[config.mk]
export PLATFORM = sky130hd
export DESIGN_NAME = spu_ctrl
export DESIGN_NICKNAME = d
export VERILOG_FILES = /design/src/spu_pkg.sv /design/src/spu_ctrl.sv
export SDC_FILE = /design/constraint.sdc
export NUM_CORES = 1
export LEC_CHECK = 0
export ABC_AREA = 1
export BUFFER_PORTS_ARGS = -buffer_cell sky130_fd_sc_hd__buf_2
export CORE_ASPECT_RATIO = 1.5
export CORE_MARGIN = 3
export CORE_UTILIZATION = 53
export CTS_BUF_LIST = sky130_fd_sc_hd__clkbuf_4 sky130_fd_sc_hd__clkbuf_8
export DETAILED_ROUTE_END_ITERATION = 16
export PLACE_DENSITY_LB_ADDON = 0.05
export SKIP_CTS_REPAIR_TIMING = 1
export SLEW_MARGIN = 20
export SYNTH_ARGS = -nofsm -noshare
export SYNTH_HDL_FRONTEND = slang
export SYNTH_SLANG_ARGS = --single-unit
[constraint.sdc]
create_clock -name clk_i -period 2.7 [get_ports clk_i]
set_input_delay 0.54 -clock clk_i [delete_from_list [all_inputs] [get_ports clk_i]]
set_output_delay 0.54 -clock clk_i [all_outputs]
set_load 0.1 [all_outputs]
[src/spu_pkg.sv]
package spu_pkg;

  localparam int MAX_STARS = 64;
  localparam int IDX_W     = $clog2(MAX_STARS);
  localparam int CNT_W     = 7;
  localparam int BOUND_W   = 21;

  // generator
  localparam logic [31:0] LCG_A        = 32'd1664525;
  localparam logic [31:0] LCG_C        = 32'd1013904223;
  localparam logic [31:0] SEED_DEFAULT = 32'h0D33_1F17;

  localparam int TICK_CLAMP = 200;

  // camera: both waves reduce to (ph * 8) / 125 over a half period
  localparam int          CAM_P1    = 6000;
  localparam int          CAM_P2    = 8000;
  localparam int          CAM_HALF1 = CAM_P1 / 2;
  localparam int          CAM_HALF2 = CAM_P2 / 2;
  localparam int          CAM_AMP1  = 96;
  localparam int          CAM_AMP2  = 128;
  localparam longint      PHASE_MOD = 64'h1_0000_0000;
  localparam int          CAM_WRAP1 = int'(PHASE_MOD % CAM_P1);
  localparam int          CAM_WRAP2 = int'(PHASE_MOD % CAM_P2);
  localparam logic [15:0] RECIP125  = 16'd33555;  // ceil(2^22 / 125)
  localparam logic [14:0] RECIP33   = 15'd31776;  // ceil(2^20 / 33)

  // pulse timing
  localparam int PULSE_CYC_WARP    = 12000;
  localparam int PULSE_LEN_WARP    = 1100;
  localparam int PULSE_CYC_GENTLE  = 15000;
  localparam int PULSE_LEN_GENTLE  = 760;
  localparam int PULSE_CYC_WARP_P  = 8000;
  localparam int PULSE_LEN_WARP_P  = 600;
  localparam int PULSE_CYC_GENT_P  = 10000;
  localparam int PULSE_LEN_GENT_P  = 420;
  localparam int PULSE_BOOST_WARP  = 18;
  localparam int PULSE_BOOST_GENT  = 8;

  // star geometry
  localparam int MARGIN        = 4096;   // 16 pixels in 8.8
  localparam int DRIFT_DIV     = 33000;
  localparam int FLY_MIN_SPX   = 48;
  localparam int FLY_MIN_SPY   = 32;
  localparam int FLY_Z_BASE    = 96;
  localparam int FLY_Z_RANGE   = 720;
  localparam int FLY_Z_MIN     = 24;
  localparam int LAYER_BOUND   = 3;
  localparam int TWINKLE_BOUND = 128;
  localparam int RIGHT_BOUND   = 48;

  // register field codes
  localparam logic       SCENE_PARALLAX = 1'b0;
  localparam logic       SCENE_FLY      = 1'b1;
  localparam logic [1:0] SPEED_CALM     = 2'd0;
  localparam logic [1:0] SPEED_SURGE    = 2'd2;
  localparam logic [1:0] CAM_DRIFT      = 2'd1;
  localparam logic [1:0] CAM_ARC        = 2'd2;
  localparam logic [1:0] PULSE_NONE     = 2'd0;
  localparam logic [1:0] PULSE_WARP     = 2'd1;

  typedef enum logic [2:0] {
    CFG_SCENE   = 3'd0,
    CFG_SPEED   = 3'd1,
    CFG_CAMERA  = 3'd2,
    CFG_PULSE   = 3'd3,
    CFG_PREVIEW = 3'd4,
    CFG_WIDTH   = 3'd5,
    CFG_HEIGHT  = 3'd6,
    CFG_COUNT   = 3'd7
  } cfg_reg_e;

  typedef enum logic [2:0] {
    DEST_LAYER   = 3'd0,
    DEST_TWINKLE = 3'd1,
    DEST_X       = 3'd2,
    DEST_X_RIGHT = 3'd3,
    DEST_Y       = 3'd4,
    DEST_X_FLY   = 3'd5,
    DEST_Y_FLY   = 3'd6,
    DEST_Z       = 3'd7
  } dest_e;

  typedef struct packed {
    logic        scene;
    logic [1:0]  speed;
    logic [1:0]  camera;
    logic [1:0]  pulse;
    logic        preview;
    logic [12:0] width;
    logic [12:0] height;
    logic [6:0]  count;
  } cfg_t;

  typedef struct packed {
    logic signed [23:0] x;
    logic signed [23:0] y;
    logic [9:0]         z;
    logic [1:0]         layer;
    logic [6:0]         twinkle;
  } star_t;

  typedef struct packed {
    logic             accept;
    logic             init;
    logic             prep;
    logic             rd;
    logic             load;
    logic             move2;
    logic             apply;
    logic             draw_start;
    dest_e            dest;
    logic             wr;
    logic [IDX_W-1:0] idx;
    logic             last;
  } cmd_t;

  typedef struct packed {
    logic draw_done;
    logic respawn;
    logic out_free;
  } sts_t;

  // base speed per scene and speed mode; preview column is 4/5, truncated
  function automatic logic [6:0] base_speed(logic fly, logic [1:0] spd, logic prev);
    logic [6:0] s;
    case (spd)
      SPEED_CALM:  s = fly ? (prev ? 7'd6  : 7'd8)  : (prev ? 7'd17 : 7'd22);
      SPEED_SURGE: s = fly ? (prev ? 7'd14 : 7'd18) : (prev ? 7'd38 : 7'd48);
      default:     s = fly ? (prev ? 7'd9  : 7'd12) : (prev ? 7'd27 : 7'd34);
    endcase
    return s;
  endfunction

endpackage

[src/spu_ctrl.sv]
module spu_ctrl (
  input  logic          clk_i,
  input  logic          rst_ni,
  input  spu_pkg::cfg_t cfg_i,
  input  logic          in_valid_i,
  input  logic          mode_i,
  output logic          in_ready_o,
  input  spu_pkg::sts_t sts_i,
  output spu_pkg::cmd_t cmd_o
);
  import spu_pkg::*;

  typedef enum logic [8:0] {
    ST_IDLE     = 9'b000000001,
    ST_PREP     = 9'b000000010,
    ST_READ     = 9'b000000100,
    ST_MOVE1    = 9'b000001000,
    ST_MOVE2    = 9'b000010000,
    ST_MOVE3    = 9'b000100000,
    ST_DRAW     = 9'b001000000,
    ST_DRAWWAIT = 9'b010000000,
    ST_EMIT     = 9'b100000000
  } state_e;

  state_e           state_q, state_d;
  logic [IDX_W-1:0] idx_q, idx_d;
  logic [2:0]       step_q, step_d;
  logic             right_q, right_d, init_q, init_d;
  logic [CNT_W-1:0] n;
  logic             last, fly, seq_last;
  dest_e            dest;

  assign fly  = (cfg_i.scene == SCENE_FLY);
  assign n    = (cfg_i.count > CNT_W'(MAX_STARS)) ? CNT_W'(MAX_STARS) : cfg_i.count;
  assign last = (CNT_W'(idx_q) + CNT_W'(1)) == n;

  // respawn draw order
  always_comb begin
    if (fly) begin
      case (step_q)
        3'd0:    dest = DEST_X_FLY;
        3'd1:    dest = DEST_Y_FLY;
        3'd2:    dest = DEST_Z;
        3'd3:    dest = DEST_LAYER;
        default: dest = DEST_TWINKLE;
      endcase
      seq_last = (step_q == 3'd4);
    end else begin
      case (step_q)
        3'd0:    dest = DEST_LAYER;
        3'd1:    dest = DEST_TWINKLE;
        3'd2:    dest = right_q ? DEST_X_RIGHT : DEST_X;
        default: dest = DEST_Y;
      endcase
      seq_last = (step_q == 3'd3);
    end
  end

  always_comb begin
    state_d = state_q;
    idx_d   = idx_q;
    step_d  = step_q;
    right_d = right_q;
    init_d  = init_q;
    cmd_o   = '0;
    cmd_o.idx  = idx_q;
    cmd_o.last = last;
    cmd_o.dest = dest;
    case (state_q)
      ST_IDLE: begin
        if (in_valid_i) begin
          cmd_o.accept = 1'b1;
          cmd_o.init   = !mode_i;
          idx_d   = '0;
          step_d  = '0;
          right_d = 1'b0;
          init_d  = !mode_i;
          if (mode_i)        state_d = ST_PREP;
          else if (n == '0)  state_d = ST_IDLE;
          else               state_d = ST_DRAW;
        end
      end
      ST_PREP: begin
        cmd_o.prep = 1'b1;
        state_d = (n == '0) ? ST_IDLE : ST_READ;
      end
      ST_READ: begin
        cmd_o.rd = 1'b1;
        state_d  = ST_MOVE1;
      end
      ST_MOVE1: begin
        cmd_o.load = 1'b1;
        state_d    = ST_MOVE2;
      end
      ST_MOVE2: begin
        cmd_o.move2 = 1'b1;
        state_d     = ST_MOVE3;
      end
      ST_MOVE3: begin
        cmd_o.apply = 1'b1;
        if (sts_i.respawn) begin
          step_d  = '0;
          right_d = 1'b1;
          state_d = ST_DRAW;
        end else begin
          state_d = ST_EMIT;
        end
      end
      ST_DRAW: begin
        cmd_o.draw_start = 1'b1;
        state_d = ST_DRAWWAIT;
      end
      ST_DRAWWAIT: begin
        if (sts_i.draw_done) begin
          if (seq_last) begin
            state_d = ST_EMIT;
          end else begin
            step_d  = step_q + 3'd1;
            state_d = ST_DRAW;
          end
        end
      end
      ST_EMIT: begin
        if (sts_i.out_free) begin
          cmd_o.wr = 1'b1;
          if (last) begin
            state_d = ST_IDLE;
          end else begin
            idx_d   = idx_q + IDX_W'(1);
            step_d  = '0;
            right_d = 1'b0;
            state_d = init_q ? ST_DRAW : ST_READ;
          end
        end
      end
      default: state_d = ST_IDLE;
    endcase
  end

  always_ff @(posedge clk_i or negedge rst_ni) begin
    if (!rst_ni) begin
      state_q <= ST_IDLE;
      idx_q   <= '0;
      step_q  <= '0;
      right_q <= 1'b0;
      init_q  <= 1'b0;
    end else begin
      state_q <= state_d;
      idx_q   <= idx_d;
      step_q  <= step_d;
      right_q <= right_d;
      init_q  <= init_d;
    end
  end

  assign in_ready_o = (state_q == ST_IDLE);

  assert property (@(posedge clk_i) disable iff (!rst_ni)
                   cmd_o.wr |-> sts_i.out_free && state_q == ST_EMIT)
    else $error("result written while result register is occupied");

endmodule

# Word-level counts from Yosys, hierarchy flattened

Index checks and enable logic that the tools add are counted.

Muxes and demuxes: 43
Add/sub/neg operators: 3
Equality and inequality tests: 20
Order comparisons: 1
Reductions and logical operators: 11

Operator list:

| kind                  | number |
|---|---|
| $pmux W9 S9           | 1 |
| $mux W9               | 6 |
| $mux W7               | 4 |
| $mux W3               | 8 |
| $pmux W3 S4           | 2 |
| $mux W6               | 3 |
| $mux W1               | 14 |
| $ne A2 B2 Y1 const B  | 6 |
| $pmux W6 S2           | 1 |
| $eq A9 B1 Y1 const B  | 1 |
| $eq A9 B2 Y1 const B  | 1 |
| $eq A9 B3 Y1 const B  | 1 |
| $eq A9 B4 Y1 const B  | 1 |
| $eq A9 B5 Y1 const B  | 1 |
| $eq A9 B6 Y1 const B  | 1 |
| $eq A9 B7 Y1 const B  | 1 |
| $eq A9 B8 Y1 const B  | 1 |
| $eq A9 B9 Y1 const B  | 1 |
| $pmux W3 S3           | 1 |
| $add A6 B1 Y7 const B | 1 |
| $eq A7 B7 Y1          | 1 |
| $gt A7 B7 Y1 const B  | 1 |
| $logic_not A7 Y1      | 1 |
| $reduce_and A7 Y1     | 1 |
| 16 further kinds      | 18 |

Bits of input ports: 48
Bits in registers: 20
Output and inout bits: 20
Word-level logic and storage cells: 83

# Logic depth before layout (Yosys ltp)

Gate-level depths: netlist (run 1).

Word-level depth: 7
Gate-level depth with buffers: 14

# Worst setup path before layout (run 1)

OpenSTA, ideal clock, no wires.

Path kind: register -> output
Start point: register state_q[5]
End point: output port cmd_o[17] (netlist name)
Cell stages (with the launch flop): 8
Data arrival time: 2.986 ns
Buffers on the path: 0
Setup slack: -0.826 ns
Path through: dfrtp_1 -> nor2_1 -> nand2_1 -> nor3_2 -> nand2_1 -> inv_1 -> nand2_1 -> nor2_1

RTL lines:

| what                     | line            | RTL |
|---|---|---|
| start: declaration       | spu_ctrl.sv:25  | `state_e state_q, state_d;` |
| start signal: assignment | spu_ctrl.sv:148 | `state_q <= state_d;` |
| end: declaration         | spu_ctrl.sv:9   | `output spu_pkg::cmd_t cmd_o` |

==> metrics, run 1 <==
fin crit period=2520 ps; internal power=0.679 mW; Worst R2R Path Depth=11; CTS tree=built; Final Hold Vio Count=0; worst slack, placed=roughly 210 ps; Startpoint Class=flop; met3 routed WL=150 um; Hold Path Class=in2async; Clock Latency Late Sink=~250 ps; Clk pin slew, worst setup/hold paths=70 ps; Final period util=93.2%; largest net degree at the start of global routing=21; Crit path depth=8; H-tree depth=1; Via density=~5; combinational power share=61.5%; Post-Syn Area=0.00161 mm^2; clk sinks=20; crit-path cells=nor2_1 > nand2_1 > nor3_2 > nand2_1 > inv_1 > nand2_1 > nor2_2 > clkbuf_4; crit path max fanout=6; clock group share of total power=13.7%; die height=73.4 um; crit-path most repeated cell=nand2_1; starting density of the core=57.6%; status=finished, final reports clean; P_leak=1.09 nW; I/O pin count=68; Max Cap Violations=0; clock buffer depth=2; Crit Reg-Reg Startpoint=idx_q[0]; Syn Nets=303; core area=0.00279 mm^2; via count=between 1500 and 2000; GP Congestion=0.846; Synth Instances=249; power per cell area=slightly above 800 mW/mm^2; antenna violations before repair=0; highest routed layer=met4; Worst Path Buf+Inv=2; DP Wirelength=2910 um; Setup crit start=state_q[6]; Peak supply drop=approximately 0.58 mV; Sum Neg Setup Slack=0 ps; die area=0.00374 mm^2; Arrival @ worst endpoint=~2000 ps; Overflow after GRT=0; diode count=0; Psw=0.854 mW; Die Width=51.0 um; switching share of power=55.7%; clk_skew=around 4 ps; worst relative slew slack=67.3%; Iteration-0 DRC Markers=31; Reg power frac=24.8%; kind of critical path=reg2out; area of the multi-input gates=911 um^2; Ys Warns=0; Top Family by Delay on Critical Path=simple AND/OR/NAND/NOR gates; GRT Total Usage=21.8%; RSZ-0062 raised after global routing=false; layout cells sized above 1=21.4%; worst-margin pin slew=494 ps; FMAX=397 MHz; Port Buf Inserts=34; Avg Cell Area, Syn=~6.5 um^2; slowest CP cell=dfrtp_1; via count of the first global-routing pass=1622; peak per-stage delay on the critical path=roughly 400 ps; area grow syn2layout=17.2%; met2 wire len=1870 um; Clock Tree Root=clkbuf_8; Post-Route WL=~3500 um; # nets final=340; Netlist cell types=29; CP Capture Type=output port; first-pass GRT wire length=~6400 um; Post-route DRC=0; Seq. cell area=505 um^2; Slew Viols, Final=0; Worst Path Required=2160 ps; Util after Layout=roughly two thirds; Met1 Wirelength=1380 um; DRT Pass-1 Iters=4; FF+latch count, synth=20; worst setup margin=183 ps; sequential share of the synthesized area=31.2%; WL/cell=about 11 um; # setup viols final=0; Post-DRT Antenna Nets=0; number of fill cells in the layout=280; number of cell rows=23; CTS buffer count=3
-- routing by layer --
layer	vias to the layer above	GRT usage [%]
met5	-	0
met4	0	8.08
met3	8	2.03
met2	35	42.5
met1	728	23.7
li1	845	-
-- layout make-up --
type                            instances  share of cell area [%]
Clock buffer                            4                    2.59
Multi-Input combinational cell        179                    48.4
Inverter                               47                    9.37
Tap cell                               37                    2.46
Timing Repair Buffer                   35                    10.4
Sequential cell                        20                    26.8
-- metrics by stage --
stage	hold WS (ps)	instances	total power, mW	cell area, um^2
floorplan	244	249	1.22	1620
global placement	509	318	1.31	1820
detailed placement	513	318	1.33	1820
CTS	236	322	1.54	1870
global route	249	322	1.66	1880
finish	226	322	1.53	1880
-- path summary, 6_finish.rpt --
kind / slack, ps / end
worst max register to register: 820 / idx_q[1]
worst max-delay path: 180 / cmd_o[17]
worst min register to register: 520 / step_q[2]
worst min-delay path: 230 / state_q[4]
min in group clk_i: 490 / state_q[7]
max in group asynchronous: 2120 / idx_q[0]
-- placed cells by master (no fill, tap or decap), types with 5 or more instances in the layout --
| master | instances |
|---|---|
| a21oi_1 | 7 |
| buf_2 | 32 |
| dfrtp_1 | 16 |
| ha_1 | 6 |
| inv_1 | 44 |
| nand2_1 | 79 |
| nand3_1 | 18 |
| nand4_1 | 5 |
| nor2_1 | 24 |
| o21ai_0 | 10 |
-- cells in the mapped netlist, drive strengths merged --
cell	n	share of area, %
a21o	1	0.47
a21oi	7	2.2
a31oi	1	0.39
buf	3	2.2
clkinv	2	0.47
dfrtp	19	30
dfstp	1	1.6
ha	6	4.7
inv	45	11
nand2	84	21
nand3	21	7.6
nand3b	2	0.93
nand4	5	1.9
nor2	28	7.3
nor3	3	1.2
nor3b	2	0.93
o21ai	14	5.1
o22ai	3	1.2
xnor2	1	0.55
xor2	1	0.55
-- kinds of logic after synthesis --
| logic type | after synthesis | share of synthesized area, % |
|---|---|---|
| AO/OA/AOI/OAI | 26 | 9.27 |
| XOR/XNOR | 2 | 1.09 |
| adder cells (fa/ha/maj) | 6 | 4.67 |
| buffers and inverters | 50 | 13.2 |
| flip-flops | 20 | 31.2 |
| AND/OR/NAND/NOR | 145 | 40.6 |
-- sequential cells by signal (all words and copies together), names as in the netlist --
| name | flops |
|---|---|
| right_q | 1 |
| idx_q | 6 |
| step_q | 3 |
| state_q | 9 |
| init_q | 1 |
-- power by group through the flow --
stage | sequential (mW) | clock [mW] | combinational [mW]
floorplan | 0.377 | 0 | 0.839
finish | 0.381 | 0.210 | 0.942
global route | 0.385 | 0.223 | 1.05
detailed placement | 0.386 | 0 | 0.941
global placement | 0.383 | 0 | 0.930
CTS | 0.380 | 0.212 | 0.946
No activity file was read; power rests on OpenSTA's default activity.
==> run 2, diff against run 1 <==
- PLACE_DENSITY: unset -> 0.87
- PLACE_DENSITY_LB_ADDON: 0.05 -> unset
==> metrics, run 2 (same netlist as run 1, synthesis figures left out) <==
# setup viols final=0 (unchanged); Post-route DRC=0 (unchanged); Placed Cells=317 (was 318); power per cell area=827 mW/mm^2 (was 814 mW/mm^2); Post-Route WL=3550 um (was 3470 um); Hold Path Class=in2async (unchanged); starting density of the core=57.6% (unchanged); antenna violations before repair=0 (unchanged); Clock Tree Root=clkbuf_8 (unchanged); Non-Filler Instances=321 (was 322); Max Cap Violations=0 (unchanged); met2 wire len=2040 um (was 1870 um); via count=1636 (was 1616); slowest CP cell=dfrtp_2 (was dfrtp_1); Setup crit start=idx_q[0] (was state_q[6]); DRT Pass-1 Iters=4 (unchanged); Biggest register=state_q (unchanged); Port Buf Inserts=34 (unchanged); final instance area=0.00188 mm^2 (about the same); kind of critical path=reg2out (unchanged); I/O pin count=68 (unchanged); leading cell types in the layout, fill and taps excluded=nand2_1 (79), inv_1 (44), buf_2 (32), nor2_1 (24), nand3_1 (18) (unchanged); clk sinks=20 (unchanged); first-pass GRT wire length=6000 um (was 6440 um); diode count=0 (unchanged); Final Hold Vio Count=0 (unchanged); WL/cell=11.1 um (was 10.8 um); Worst Path Required=2160 ps (about the same); Overflow after GRT=0 (unchanged); Die Width=51.0 um (unchanged); Via density=5.10 (was 5.02); area grow syn2layout=17.1% (was 17.2%); Seq. cell area=505 um^2 (unchanged); core area=0.00279 mm^2 (unchanged); Met1 Wirelength=1320 um (was 1380 um); Sum Neg Setup Slack=0 ps (unchanged); FMAX=392 MHz (was 397 MHz); Peak supply drop=0.828 mV (was 0.581 mV); die height=73.4 um (unchanged); Post-DRT Antenna Nets=0 (unchanged); crit-path cells=ha_1 > nand3_2 > clkinv_1 > nand2_2 > nand3_1 > nand2_1 > nand3_2 > nor2_4 > nand2_2 > inv_2 > buf_12 (was nor2_1 > nand2_1 > nor3_2 > nand2_1 > inv_1 > nand2_1 > nor2_2 > clkbuf_4); worst-margin pin slew=486 ps (was 494 ps); Slew Viols, Final=0 (unchanged); layout cells sized above 1=21.1% (was 21.4%); Arrival @ worst endpoint=2010 ps (was 1980 ps); Worst Path Buf+Inv=3 (was 2); Util after Layout=67.4% (was 67.5%); crit path max fanout=7 (was 6); largest net degree at the start of global routing=21 (unchanged); most common cell after layout, fill and taps aside=nand2_1 (unchanged); clock buffer depth=2 (unchanged); max reg flops=9 (unchanged); RSZ-0062 raised after global routing=false (unchanged); worst relative slew slack=67.8% (was 67.3%); highest routed layer=met4 (unchanged); Top Family by Delay on Critical Path=simple AND/OR/NAND/NOR gates (unchanged); fin crit period=2550 ps (was 2520 ps); number of fill cells in the layout=270 (was 280); Iteration-0 DRC Markers=36 (was 31); placed instance area=0.00182 mm^2 (about the same); worst setup margin=152 ps (was 183 ps); Final period util=94.4% (was 93.2%); Clock Latency Late Sink=260 ps (was 250 ps); area of the multi-input gates=911 um^2 (unchanged); peak per-stage delay on the critical path=450 ps (was 400 ps); number of cell rows=23 (unchanged); # nets final=339 (was 340); status=finished, final reports clean (unchanged); H-tree depth=1 (unchanged); clk_skew=4.55 ps (was 4.01 ps); CTS tree=built (unchanged); Crit Reg-Reg Startpoint=idx_q[0] (unchanged); biggest regs=state_q (9), idx_q (6), step_q (3) (unchanged); CTS buffer count=3 (unchanged); P_leak=1.09 nW (about the same); Startpoint Class=flop (unchanged); via count of the first global-routing pass=1505 (was 1622); worst slack, placed=216 ps (was 212 ps); GRT Total Usage=20.9% (was 21.8%); die area=0.00374 mm^2 (unchanged); GP Congestion=0.862 (was 0.846); met3 routed WL=155 um (was 150 um); WHS=219 ps (was 226 ps); Clk pin slew, worst setup/hold paths=70 ps (about the same); CP Capture Type=output port (unchanged); DP Wirelength=2870 um (was 2910 um); Tot Pwr=1.56 mW (was 1.53 mW)
[run 2: power by group]
part / switching [mW] / internal [mW] / total [mW]
Sequential: 0.0265 / 0.353 / 0.379
Clock: 0.0996 / 0.130 / 0.229
Combinational: 0.736 / 0.211 / 0.948
[run 2: worst paths after layout]
kind	to	cells past startpoint	slack, ps
max reg2reg	idx_q[3]	12	760
max	cmd_o[0]	11	150
min in group clk_i	state_q[7]	2	480
min reg2reg	step_q[2]	2	510
min	state_q[4]	1	220
max in group asynchronous	state_q[0]	1	2130
[run 2: cell type report]
class / count / share of cell area, %
multi-input cells: 179 / 48.4
flip-flops and latches: 20 / 26.9
repair buffers: 34 / 9.97
inverters: 47 / 9.38
clock buffers: 4 / 2.93
well taps: 37 / 2.46
[run 2: worst reg2reg max path, delay by kind of cell (launching register included)]
family / cells / cell delay (ps)
flip-flops: 1 / 450
AO/OA/AOI/OAI: 1 / 60
AND/OR/NAND/NOR: 9 / 1010
adder cells (fa/ha/maj): 1 / 250
buffers and inverters: 1 / 90
[run 2: per-layer routing]
metal  vias to the layer above  global-route usage, %
li1                        849                      -
met1                       736                   21.5
met2                        45                   41.9
met3                         6                   2.23
met4                         0                   7.49
met5                         -                      0
